**src/ffsa_pkg.sv**
```systemverilog
package ffsa_pkg;

	localparam int ACC_W      = 48;
	localparam int CELL_FLD_W = 10;
	localparam int VAR_FLD_W  = 3;
	localparam int WORD_W     = 32;
	localparam int NV_W       = 4;
	localparam int DOM_W      = 11;
	localparam int DIVIDEND_W = 64;
	localparam int DIVISOR_W  = 32;

	// configuration port
	localparam int CFG_IDX_W  = 1;
	localparam int CFG_DATA_W = 11;
	localparam logic [CFG_IDX_W-1:0] CFG_NUM_VARS     = 1'd0;
	localparam logic [CFG_IDX_W-1:0] CFG_DOMAIN_CELLS = 1'd1;
	localparam logic [NV_W-1:0]      NUM_VARS_RST     = 4'd5;
	localparam logic [DOM_W-1:0]     DOMAIN_RST       = 11'd1024;

	// input actions
	localparam logic [1:0] ACT_CLEAR = 2'd0;
	localparam logic [1:0] ACT_FACE  = 2'd1;
	localparam logic [1:0] ACT_READ  = 2'd2;

	// queued operations
	localparam logic [1:0] OP_CLEAR = 2'd0;
	localparam logic [1:0] OP_FACE  = 2'd1;
	localparam logic [1:0] OP_READ  = 2'd2;

	localparam int QUEUE_DEPTH = 2;

	localparam logic signed [ACC_W-1:0] ACC_MAX = 48'sh7FFF_FFFF_FFFF;
	localparam logic signed [ACC_W-1:0] ACC_MIN = 48'sh8000_0000_0000;

	typedef struct packed {
		logic [1:0]            op;
		logic [CELL_FLD_W-1:0] left_cell;
		logic [CELL_FLD_W-1:0] right_cell;
		logic [VAR_FLD_W-1:0]  var_idx;
		logic [WORD_W-1:0]     flux;
		logic [WORD_W-1:0]     area;
		logic [WORD_W-1:0]     volume;
		logic                  domain;
		logic [NV_W-1:0]       nvars;
	} ffsa_entry_t;

endpackage

```
**src/ffsa_queue.sv**
```systemverilog
module ffsa_queue import ffsa_pkg::*; (
	input  logic        clk,
	input  logic        arst_n,
	input  logic        push,
	input  ffsa_entry_t din,
	output logic        full,
	input  logic        pop,
	output ffsa_entry_t dout,
	output logic        empty
);

	localparam int PTR_W = (QUEUE_DEPTH > 1) ? $clog2(QUEUE_DEPTH) : 1;
	localparam int CNT_W = $clog2(QUEUE_DEPTH + 1);

	ffsa_entry_t        slot_q [QUEUE_DEPTH];
	logic [PTR_W-1:0]   wr_ptr_q, rd_ptr_q;
	logic [CNT_W-1:0]   count_q;

	assign full  = count_q == CNT_W'(QUEUE_DEPTH);
	assign empty = count_q == '0;
	assign dout  = slot_q[rd_ptr_q];

	always_ff @(posedge clk or negedge arst_n) begin
		if (!arst_n) begin
			wr_ptr_q <= '0;
			rd_ptr_q <= '0;
			count_q  <= '0;
		end else begin
			if (push)
				wr_ptr_q <= (wr_ptr_q == PTR_W'(QUEUE_DEPTH - 1)) ? '0 : wr_ptr_q + 1'b1;
			if (pop)
				rd_ptr_q <= (rd_ptr_q == PTR_W'(QUEUE_DEPTH - 1)) ? '0 : rd_ptr_q + 1'b1;
			if (push && !pop)
				count_q <= count_q + 1'b1;
			else if (pop && !push)
				count_q <= count_q - 1'b1;
		end
	end

	always_ff @(posedge clk) begin
		if (push)
			slot_q[wr_ptr_q] <= din;
	end

endmodule

```
**config.mk**
```make
export PLATFORM = sky130hd
export DESIGN_NAME = ffsa_queue
export DESIGN_NICKNAME = d
export VERILOG_FILES = /design/src/ffsa_pkg.sv /design/src/ffsa_queue.sv
export SDC_FILE = /design/constraint.sdc
export NUM_CORES = 1
export LEC_CHECK = 0
export ABC_AREA = 1
export CELL_PAD_IN_SITES_DETAIL_PLACEMENT = 1
export CELL_PAD_IN_SITES_GLOBAL_PLACEMENT = 1
export CORE_MARGIN = 5
export CORE_UTILIZATION = 47
export CTS_CLUSTER_SIZE = 14
export DETAILED_ROUTE_END_ITERATION = 7
export DONT_BUFFER_PORTS = 1
export HOLD_SLACK_MARGIN = 0.08
export MAX_ROUTING_LAYER = met4
export PLACE_DENSITY_LB_ADDON = 0.1
export REMOVE_ABC_BUFFERS = 1
export SYNTH_ARGS = -nofsm -noshare
export SYNTH_HDL_FRONTEND = slang
export SYNTH_SLANG_ARGS = --single-unit
```
**constraint.sdc**
```tcl
create_clock -name clk -period 5.8 [get_ports clk]
set_input_delay 0.58 -clock clk [delete_from_list [all_inputs] [get_ports clk]]
set_output_delay 0.58 -clock clk [all_outputs]
set_load 0.05 [all_outputs]
```
==> results.md <==
STA:
- The relative slew slack is 28.7%.
- The max-slew violation count came to 0.
- Setup repair after global routing left no endpoint under its margin.
- The total of endpoints with negative setup slack in the final report is 0.
- Across the routed clock network, the largest skew measured is 0.00746 ns.
- Once routing completed, OpenROAD measured the worst setup slack at 2.48 ns.
- The minimum period implied by the final worst setup slack is 3.32 ns.
- Final hold analysis gives a worst-case slack of 0.140 ns.
- After layout, the worst path uses 57.2% of the clock period.
- For the pin with the worst max-slew slack, the measured transition is 1.07 ns.
- Timing would allow up to 301 MHz.
- The number of failing hold endpoints at the final stage is 0.

Synthesis:
- The simple logic cell fraction of the synthesized area is 0.439%.
- Synthesis produced a netlist whose cell count is 417.
- For this run, asynchronously set or reset flops after synthesis account for 1.56%.
- The synthesized netlist devotes 0.279% of its cell area to XOR and XNOR gates.
- Of the post-synthesis cell area, the dominant cell type holds 80.4%.
- After synthesis, the largest family of logic cells by area is multiplexers.
- The area of the mapped netlist is 9410 sq um.
- The cell taking the most area after synthesis is edfxtp_1.
- The share of the synthesized area in compound gates (AO/OA/AOI/OAI) is 0%.
- The total of warnings raised by yosys is 0.
- Summing the areas of all fa, ha and maj instances in the mapped netlist gives 0.133% of the synthesized area.
- The post-synthesis mux area share is 16.3%.
- In this run, synthesis inferred 252 flip-flops with an integrated enable.
- Counting distinct cell types in the post-synthesis netlist gives 14.
- For this run, the leading register cell type out of synthesis is edfxtp_1.
- The most common cell in the synthesized netlist is edfxtp_1.
- The post-synthesis area per instance is 22.6 sq um.
- By count the netlist is led by 252 x edfxtp_1, 96 x mux2_2, 30 x mux2_4.
- The post-synthesis sequential element count is 256.
- Of the synthesized area, sequential elements account for 81.5%.
- After synthesis, the cell types taking the most area are edfxtp_1 80%, mux2_2 11%, mux2_4 4.8%.

Power and ir drop:
- Combinational logic is responsible for 35.5% of the overall power.
- VDD sags by at most 0.338 mV.
- Internal power comes to 3.99 mW.
- The power share of the sequential group is 39.8%.
- Net switching is 40.1% of the power.
- The clock power share is 24.7%.
- The total power per unit cell area is 630 nW/um^2.
- The static power due to leakage is 3.56 nW.
- Summed over all nets, the switching power comes to 2.67 mW.

Cells and area:
- Of the cells placed in the final design, the portion with a size suffix greater than 1 is 37.3%.
- The post-layout net count is 570.
- The layout overhead on the synthesized area is 12.3%.
- The count of inserted antenna diode cells is 0.

Worst setup path:
- For the worst setup path, the data arrival time is 2.74 ns.
- Along the worst path, the maximum fanout reaches 74.
- Traced cell by cell, the critical path runs through buf_4, mux2_2.
- The worst register-to-register path ends at slot_q[1][55]$_DFFE_PP_.
- STA classifies the critical path endpoint as an output pin.
- For flop-to-flop paths, the worst setup slack is 3.42 ns.
- For this run, the slowest stage of the critical path takes 1.10 ns.
- STA classifies the critical path startpoint as a flop.
- The source of the critical timing path is rd_ptr_q$_DFFE_PN0P_.
- Measured in cells, the most critical reg-to-reg path has a length of 3.
- STA puts the critical path data required time at 5.22 ns.
- The slowest stage of the critical path belongs to the cell dfrtp_4.
- The setup path with the least slack is of type reg2out.
- The startpoint identified for the worst register-to-register timing path is wr_ptr_q$_DFFE_PN0P_.

GRT:
- The global routing usage on met3 is 8.92%.
- The aggregate global routing overflow is 0.
- The most used routing layer in global routing is met2.
- The via count of the first global-routing pass is 4283.
- The largest net degree at the start of global routing is 79.
- The number of antenna violations at the first check in global routing came to 0.
- For this run, the total global-route usage over all layers was measured as 15.2%.
- The global-route met2 utilization is 24.5%.
- The routing usage on met1 is 15.8%.
- The first global-routing pass estimated 25.7 mm of wire.

Placed design:
- OpenSTA, run right after detailed placement, puts the worst setup slack at 2.95 ns.
- The placed wire-length estimate after detailed placement is 11.8 mm.
- The total of buffers placed on input and output ports is 0.
- Routability-driven placement finished with a final weighted congestion of 0.673.

Floorplanning:
- In this run the vertical extent of the chip is 151 um.
- The die is 151 um wide.
- 258 I/O pins were placed.
- The floorplan has 51 rows.
- The die outline area is 22900 sq um.
- The starting utilization of the core area is 48.0%.
- The placeable core area is 19600 sq um.

Clock network:
- Clock tree synthesis found a total of 256 sinks.
- The clock passes through at most 3 buffers.
- The cell at the root of the clock tree is clkbuf_16.
- The insertion delay of the later-clocked pin in the worst-skew pair is 0.51 ns.
- TritonCTS built the clock tree.
- The number of CTS-inserted buffers is 28.
- Clock-pin slew was measured on the worst setup and hold paths at 0.06 ns.
- The number of levels in the clock H-tree is 1.

Worst hold path:
- The number of cells on the worst hold path is 1.
- The end point of the most critical hold path is rd_ptr_q$_DFFE_PN0P_.
- In this run the worst hold path is classified as in2reg.
- The worst min-delay path startpoint is pop.

Route:
- The wire length per cell is 24.4 um.
- The total via count after detailed routing is 3749.
- Wires add up to 17.6 mm.
- In the routed layout, each cell is associated on average with a via count of 5.18.
- The iteration-0 DRC count of the detailed router is 184.
- After detailed routing, the number of remaining DRC violations is 0.
- For this run, the detailed router's first-pass iteration total came to 4.
- The post-route antenna net violation count is 0.

Run:
- Max-cap violations in this run came to 0.

Run status:
- The run finished with clean final reports.
power by group through the flow:
stage | Clock [mW] | Sequential [mW] | Combinational (mW)
2_1_floorplan | 0 | 2.74 | 2.16
3_3_place_gp | 0 | 2.67 | 2.39
3_5_place_dp | 0 | 2.70 | 2.40
4_1_cts | 1.70 | 2.66 | 2.40
5_1_grt | 1.79 | 2.69 | 2.45
6_report | 1.64 | 2.65 | 2.37
cell type report:
cell class	instances	area, sq um
repair buffers	6	47.5
well taps	265	332
clock inverters	11	104
flip-flops and latches	256	7670
inverters	7	28.8
multi-input cells	140	1620
fillers	1695	9020
clock buffers	39	763
layer usage:
metal	up-vias	wire, um
met3	29	2590
met1	1860	5740
met2	172	8830
met5	-	0
li1	1688	-
met4	0	485
metrics by stage:
| stage | utilization [%] | setup TNS, ns | cell area (sq um) | total power, mW | std cells |
|---|---|---|---|---|---|
| 3_5_place_dp | 49.5 | 0 | 9690 | 5.10 | 673 |
| 6_report | 53.9 | 0 | 10600 | 6.66 | 724 |
| 2_1_floorplan | - | -89.02 | 9310 | 4.89 | 403 |
| 4_1_cts | 53.9 | 0 | 10600 | 6.77 | 724 |
| 3_3_place_gp | 49.5 | 0 | 9690 | 5.06 | 673 |
| 5_1_grt | 53.9 | 0 | 10600 | 6.93 | 724 |
critical path, delay by kind of cell (launching register included):
kind     cells  cell delay [ns]
buf+inv      1             0.56
mux          1             0.53
flops        1             1.10
kinds of logic after synthesis:
| kind of cell | count (synthesis) |
|---|---|
| muxes | 126 |
| DFF | 256 |
| adders and majority gates | 1 |
| and+or+nand+nor | 10 |
| xor gates and xnor gates | 3 |
| buffers and inverters | 21 |
worst max path at each step:
stage | slack [ns] | end | cells after the start
finish | 2.48 | dout[62] | 2
global placement | 2.95 | dout[21] | 2
CTS | 2.38 | dout[62] | 2
global route | 2.31 | dout[0] | 2
detailed placement | 2.95 | dout[62] | 2
floorplan | -0.71 | slot_q[0][0]$_DFFE_PP_ | 2
placed cells by master (no fill, tap or decap), drive strengths merged:
cell type / count
edfxtp: 252
mux2: 126
clkbuf: 39
clkinv: 8
inv: 7
nand2: 5
buf: 5
dfrtp: 4
nor2: 3
xor2: 2
bufinv: 2
xnor2: 1
nand3: 1
nand4: 1
ha: 1
clkinvlp: 1
dlygate4sd3: 1
state kept, by name, summed over array words and instances, names as in the netlist:
| register | cells |
|---|---|
| rd_ptr_q | 1 |
| count_q | 2 |
| slot_q | 252 |
| wr_ptr_q | 1 |
what timing repair did:
item	in CTS	in global routing
hold buffers	1	0
setup buffers	0	0
endpoints found under the hold margin	4	0
endpoints found under the setup margin	0	0
gates resized for setup	0	0
Power figures use the tool's default switching activity.
