File: src/ffsa_pkg.sv
package ffsa_pkg;

	localparam int ACC_W      = 48;
	localparam int CELL_FLD_W = 10;
	localparam int VAR_FLD_W  = 3;
	localparam int WORD_W     = 32;
	localparam int NV_W       = 4;
	localparam int DOM_W      = 11;
	localparam int DIVIDEND_W = 64;
	localparam int DIVISOR_W  = 32;

	// configuration port
	localparam int CFG_IDX_W  = 1;
	localparam int CFG_DATA_W = 11;
	localparam logic [CFG_IDX_W-1:0] CFG_NUM_VARS     = 1'd0;
	localparam logic [CFG_IDX_W-1:0] CFG_DOMAIN_CELLS = 1'd1;
	localparam logic [NV_W-1:0]      NUM_VARS_RST     = 4'd5;
	localparam logic [DOM_W-1:0]     DOMAIN_RST       = 11'd1024;

	// input actions
	localparam logic [1:0] ACT_CLEAR = 2'd0;
	localparam logic [1:0] ACT_FACE  = 2'd1;
	localparam logic [1:0] ACT_READ  = 2'd2;

	// queued operations
	localparam logic [1:0] OP_CLEAR = 2'd0;
	localparam logic [1:0] OP_FACE  = 2'd1;
	localparam logic [1:0] OP_READ  = 2'd2;

	localparam int QUEUE_DEPTH = 2;

	localparam logic signed [ACC_W-1:0] ACC_MAX = 48'sh7FFF_FFFF_FFFF;
	localparam logic signed [ACC_W-1:0] ACC_MIN = 48'sh8000_0000_0000;

	typedef struct packed {
		logic [1:0]            op;
		logic [CELL_FLD_W-1:0] left_cell;
		logic [CELL_FLD_W-1:0] right_cell;
		logic [VAR_FLD_W-1:0]  var_idx;
		logic [WORD_W-1:0]     flux;
		logic [WORD_W-1:0]     area;
		logic [WORD_W-1:0]     volume;
		logic                  domain;
		logic [NV_W-1:0]       nvars;
	} ffsa_entry_t;

endpackage

File: src/ffsa_if.sv
interface ffsa_in_if;
	logic                valid;
	logic                ready;
	logic [1:0]          action;
	logic [9:0]          left_cell;
	logic [9:0]          right_cell;
	logic [2:0]          var_index;
	logic signed [31:0]  flux;
	logic [31:0]         area;
	logic [31:0]         volume;

	modport source(output valid, action, left_cell, right_cell, var_index, flux, area, volume,
		input ready);
	modport sink(input valid, action, left_cell, right_cell, var_index, flux, area, volume,
		output ready);
endinterface


File: src/ffsa_front.sv
module ffsa_front import ffsa_pkg::*; #(
	parameter int MAX_CELLS = 1024,
	parameter int MAX_VARS  = 8
) (
	input  logic                  clk,
	input  logic                  arst_n,
	ffsa_in_if.sink               item,
	input  logic                  cfg_wr_en,
	input  logic [CFG_IDX_W-1:0]  cfg_index,
	input  logic [CFG_DATA_W-1:0] cfg_wdata,
	input  logic                  init_done,
	input  logic                  q_full,
	output logic                  q_push,
	output ffsa_entry_t           q_din
);

	localparam int VLIM = (MAX_VARS < 8) ? MAX_VARS : 8;

	logic [NV_W-1:0]  num_vars_q;
	logic [DOM_W-1:0] domain_q;
	logic [NV_W-1:0]  nv_eff;
	logic             keep;
	logic             cell_l_ok, cell_r_ok;
	ffsa_entry_t      ent;
	ffsa_entry_t      ent_s1;
	logic             valid_s1;

	always_ff @(posedge clk or negedge arst_n) begin
		if (!arst_n) begin
			num_vars_q <= NUM_VARS_RST;
			domain_q   <= DOMAIN_RST;
		end else if (cfg_wr_en) begin
			case (cfg_index)
				CFG_NUM_VARS:     num_vars_q <= cfg_wdata[NV_W-1:0];
				CFG_DOMAIN_CELLS: domain_q   <= cfg_wdata[DOM_W-1:0];
				default: ;
			endcase
		end
	end

	always_comb begin
		if (num_vars_q == '0)
			nv_eff = NV_W'(1);
		else if (32'(num_vars_q) > VLIM)
			nv_eff = NV_W'(VLIM);
		else
			nv_eff = num_vars_q;
	end

	assign cell_l_ok = 32'(item.left_cell) < MAX_CELLS;
	assign cell_r_ok = 32'(item.right_cell) < MAX_CELLS;

	always_comb begin
		ent.left_cell  = item.left_cell;
		ent.right_cell = item.right_cell;
		ent.var_idx    = item.var_index;
		ent.flux       = item.flux;
		ent.area       = item.area;
		ent.volume     = item.volume;
		ent.domain     = {1'b0, item.left_cell} < domain_q;
		ent.nvars      = nv_eff;
		case (item.action)
			ACT_CLEAR: begin
				ent.op = OP_CLEAR;
				keep   = 1'b1;
			end
			ACT_FACE: begin
				ent.op = OP_FACE;
				keep   = cell_l_ok && cell_r_ok && ({1'b0, item.var_index} < nv_eff);
			end
			ACT_READ: begin
				ent.op = OP_READ;
				keep   = cell_l_ok;
			end
			default: begin
				ent.op = OP_CLEAR;
				keep   = 1'b0;
			end
		endcase
	end

	assign item.ready = init_done && (!valid_s1 || !q_full);
	assign q_push     = valid_s1 && !q_full;
	assign q_din      = ent_s1;

	always_ff @(posedge clk or negedge arst_n) begin
		if (!arst_n)
			valid_s1 <= 1'b0;
		else if (item.valid && item.ready)
			valid_s1 <= keep;
		else if (q_push)
			valid_s1 <= 1'b0;
	end

	always_ff @(posedge clk) begin
		if (item.valid && item.ready)
			ent_s1 <= ent;
	end

endmodule

File: src/flat_wrapper.sv
// flat-port wrapper written by rule: the top's interface ports become plain ports
module ffsa_front_flat import ffsa_pkg::*;
#(
	parameter int MAX_CELLS = 1024,
	parameter int MAX_VARS  = 8
)
  (clk, arst_n, cfg_wr_en, cfg_index, cfg_wdata, init_done, q_full, q_push, q_din, item_valid, item_action, item_left_cell, item_right_cell, item_var_index, item_flux, item_area, item_volume, item_ready);
  ffsa_in_if item_i ();
  input  logic clk;
  input  logic arst_n;
  input  logic cfg_wr_en;
  input  logic [CFG_IDX_W-1:0] cfg_index;
  input  logic [CFG_DATA_W-1:0] cfg_wdata;
  input  logic init_done;
  input  logic q_full;
  output logic q_push;
  output ffsa_entry_t q_din;
  input wire logic [$bits(item_i.valid)-1:0] item_valid;
  input wire logic [$bits(item_i.action)-1:0] item_action;
  input wire logic [$bits(item_i.left_cell)-1:0] item_left_cell;
  input wire logic [$bits(item_i.right_cell)-1:0] item_right_cell;
  input wire logic [$bits(item_i.var_index)-1:0] item_var_index;
  input wire logic [$bits(item_i.flux)-1:0] item_flux;
  input wire logic [$bits(item_i.area)-1:0] item_area;
  input wire logic [$bits(item_i.volume)-1:0] item_volume;
  output wire logic [$bits(item_i.ready)-1:0] item_ready;
  assign item_i.valid = item_valid;
  assign item_i.action = item_action;
  assign item_i.left_cell = item_left_cell;
  assign item_i.right_cell = item_right_cell;
  assign item_i.var_index = item_var_index;
  assign item_i.flux = item_flux;
  assign item_i.area = item_area;
  assign item_i.volume = item_volume;
  assign item_ready = item_i.ready;
  ffsa_front #(.MAX_CELLS(MAX_CELLS), .MAX_VARS(MAX_VARS)) u_core (.clk(clk), .arst_n(arst_n), .item(item_i), .cfg_wr_en(cfg_wr_en), .cfg_index(cfg_index), .cfg_wdata(cfg_wdata), .init_done(init_done), .q_full(q_full), .q_push(q_push), .q_din(q_din));
endmodule
File: config.mk
export PLATFORM = sky130hd
export DESIGN_NAME = ffsa_front_flat
export DESIGN_NICKNAME = d
export VERILOG_FILES = /design/src/ffsa_pkg.sv /design/src/ffsa_if.sv /design/src/ffsa_front.sv /design/src/flat_wrapper.sv
export SDC_FILE = /design/constraint.sdc
export NUM_CORES = 1
export LEC_CHECK = 0
export ABC_AREA = 0
export BUFFER_PORTS_ARGS = -buffer_cell sky130_fd_sc_hd__buf_4
export CORE_MARGIN = 2
export CORE_UTILIZATION = 44
export DETAILED_ROUTE_END_ITERATION = 7
export PLACE_DENSITY = 0.78
export SLEW_MARGIN = 20
export SYNTH_ARGS = -nofsm -noshare
export SYNTH_HDL_FRONTEND = slang
export SYNTH_SLANG_ARGS = --single-unit
File: constraint.sdc
create_clock -name clk -period 8.25 [get_ports clk]
set_clock_uncertainty 0.05 [all_clocks]
set_input_delay 0.4125 -clock clk [delete_from_list [all_inputs] [get_ports clk]]
set_output_delay 0.4125 -clock clk [all_outputs]
set_load 0.005 [all_outputs]
==> results.json <==
{
  "clkTransAtPathRegs_ns": 0.06,
  "yosysUniqueCellTypes": 22,
  "dpl_worst_slack_ns": 5.66,
  "grt_max_degree": 70,
  "seq_area_frac_synth_pct": 88.3,
  "slew_headroom_pct": 45.0,
  "fin_crit_sh_pct": 29.8,
  "crit_path_start_kind": "register",
  "port_buffers": 266,
  "htree_levels": 4,
  "antenna_found_initial": 0,
  "crit_type": "register to register",
  "cp-end-kind": "register",
  "cp_max_fo": 69,
  "num_rows": 37,
  "drive_gt1_share_pct": 52.6,
  "cts_root_buf": "clkbuf_8",
  "cts_tree": "done",
  "hp-class": "input pin to register",
  "die-area_um2": 11600,
  "layout_commonest_cell": "buf_4",
  "nets": 741,
  "cts_buffer_depth": 2,
  "required_ns": 8.33,
  "syn_area_um2": 4740,
  "fin_tns_setup_ns": 0,
  "antenna_cells": 0,
  "slew_viol_final": 0,
  "slowest_delay_ns": 0.78,
  "dp_hpwl_um": 8260,
  "outcome": "complete, no violations",
  "grt_overflow": 0,
  "worst_slack_ns": 5.79,
  "setup_viol": 0,
  "die_h_um": 108,
  "grt_pass1_wl_um": 15200,
  "crit_chain": "a21oi_4 > buf_4 > buf_4",
  "cpMostUsedCell": "buf_4",
  "first_pass_iters": 6,
  "cts_setup_buffers": 0,
  "chipWidth_um": 108,
  "synth-seq-cells": 142,
  "ir_drop_uv": 135,
  "ys_warn_count": 0,
  "antenna_left": 0,
  "wirelength_um": 13400,
  "grt_pass1_vias": 2928,
  "clk_latency_ns": 0.51,
  "max_freq_mhz": 407,
  "numCtsBuffers": 17,
  "grt_setup_unrepaired": "false",
  "cellLeakagePower_nw": 3.64,
  "cts_sinks": 142,
  "finalPower_mw": 1.90,
  "start_util_pct": 45.5,
  "min_period_ns": 2.46,
  "track_usage_pct": 18.2,
  "synthToLayoutAreaGrowth_pct": 78.9,
  "worstPathArrival_ns": 2.54,
  "syn_inst": 216,
  "power_density_nw_per_um2": 224,
  "fill_cells": 539,
  "cts-resized-gates": 0,
  "ctsHoldBuffers": 1,
  "cap_viol_max_count": 0,
  "crit_slowest_cell": "buf_4",
  "io_pins": 267,
  "first_iter_violations": 113,
  "post_drt_wl_per_cell_um": 18.1,
  "via_per_inst": 4.62,
  "syn-num-nets": 366,
  "syn_avg_cell_area_um2": 22.0,
  "via_count": 3421,
  "final_cell_mix": "buf_4 (268), edfxtp_1 (126), dlygate4sd3_1 (90)",
  "routabilityCongestion": 0.787,
  "hold_viol_final": 0,
  "worst_pin_slew_ns": 0.825,
  "core_area_um2": 10400,
  "remaining_drc_errors": 0
}
==> worst paths after layout <==
| kind | startpoint | to | slack, ns | depth (start not counted) |
|---|---|---|---|---|
| worst max-delay path | u_core.valid_s1 | u_core.q_din[8] | 5.79 | 3 |
| worst min-delay path | item_right_cell[4] | u_core.q_din[108] | 0.03 | 1 |
| worst max register to register | u_core.valid_s1 | u_core.q_din[8] | 5.79 | 3 |
| worst min register to register | u_core.domain_q[2] | u_core.domain_q[2] | 0.46 | 1 |
| max in group asynchronous | arst_n | u_core.num_vars_q[2] | 7.65 | 2 |
| min in group asynchronous | arst_n | u_core.domain_q[5] | 0.24 | 2 |
==> synthesized netlist by cell type <==
cell	count	area [µm²]
mux2_2	15	169
buf_4	1	7.51
nand4b_1	1	8.76
nor2_1	2	7.51
nand2_1	6	22.5
nor2b_1	3	18.8
nor3_1	1	5.00
and2b_1	2	15.0
inv_1	12	45.0
ha_1	11	138
o21bai_1	2	15.0
clkbuf_1	1	3.75
nand2b_1	2	12.5
edfxtp_1	126	3780
a21oi_1	7	35.0
dfrtp_1	13	325
and2_1	1	6.26
o22a_1	1	8.76
a21o_1	1	7.51
a31o_1	1	8.76
dfstp_2	3	78.8
o21ai_0	4	20.0
==> state kept, by name (all words and copies together) (netlist names) <==
signal	cells
u_core.num_vars_q	4
u_core.domain_q	11
u_core.q_din	126
u_core.valid_s1	1
==> through the flow <==
stage	instances	area, µm²	util, %	hold WS (ns)
6_report	740	8480	81.5	0.0292
5_1_grt	740	8480	81.5	0.000985
4_1_cts	651	7590	72.9	0.00493
3_5_place_dp	618	6920	66.5	0.237
3_3_place_gp	618	6920	66.5	0.235
2_1_floorplan	216	4740	-	0.0669
==> cells by family (layout without fill, tap and decap cells) <==
family          Yosys count  after routing  synth area share (%)
flops                   142            142                  88.3
simple gates             18             18                  2.03
compound gates           16             16                  2.01
mux                      15             15                  3.56
buf+inv                  14            402                  1.19
fa+ha+maj                11             11                  2.90
==> where the power goes <==
part / internal (mW) / leakage, nW / switching, mW
registers: 0.835 / 1.36 / 0.0171
logic: 0.125 / 1.95 / 0.0743
clock network: 0.566 / 0.328 / 0.278
total: 1.53 / 3.64 / 0.370
==> worst max-delay path: cells and delay by family, from the launching register on <==
kind	cells	cell delay (ns)
buf+inv	2	1.38
flops	1	0.42
compound gates	1	0.16
==> layer usage <==
| layer | wire length (µm) | global-route usage [%] | vias up |
|---|---|---|---|
| li1 | - | - | 1577 |
| met1 | 4560 | 19.1 | 1655 |
| met2 | 7540 | 30.7 | 171 |
| met3 | 1100 | 9.99 | 18 |
| met4 | 192 | 6.87 | 0 |
| met5 | 0 | 0 | - |
==> final cells by class <==
| type | instances | area, µm² | share of cell area [%] |
|---|---|---|---|
| inverters | 12 | 45.0 | 0.531 |
| clock inverters | 12 | 214 | 2.52 |
| flip-flops and latches | 142 | 4190 | 49.4 |
| repair buffers | 358 | 2910 | 34.3 |
| clock buffers | 20 | 445 | 5.25 |
| multi-input cells | 60 | 509 | 6.00 |
| well taps | 136 | 170 | 2.01 |
No activity file was read; power rests on OpenSTA's default activity.
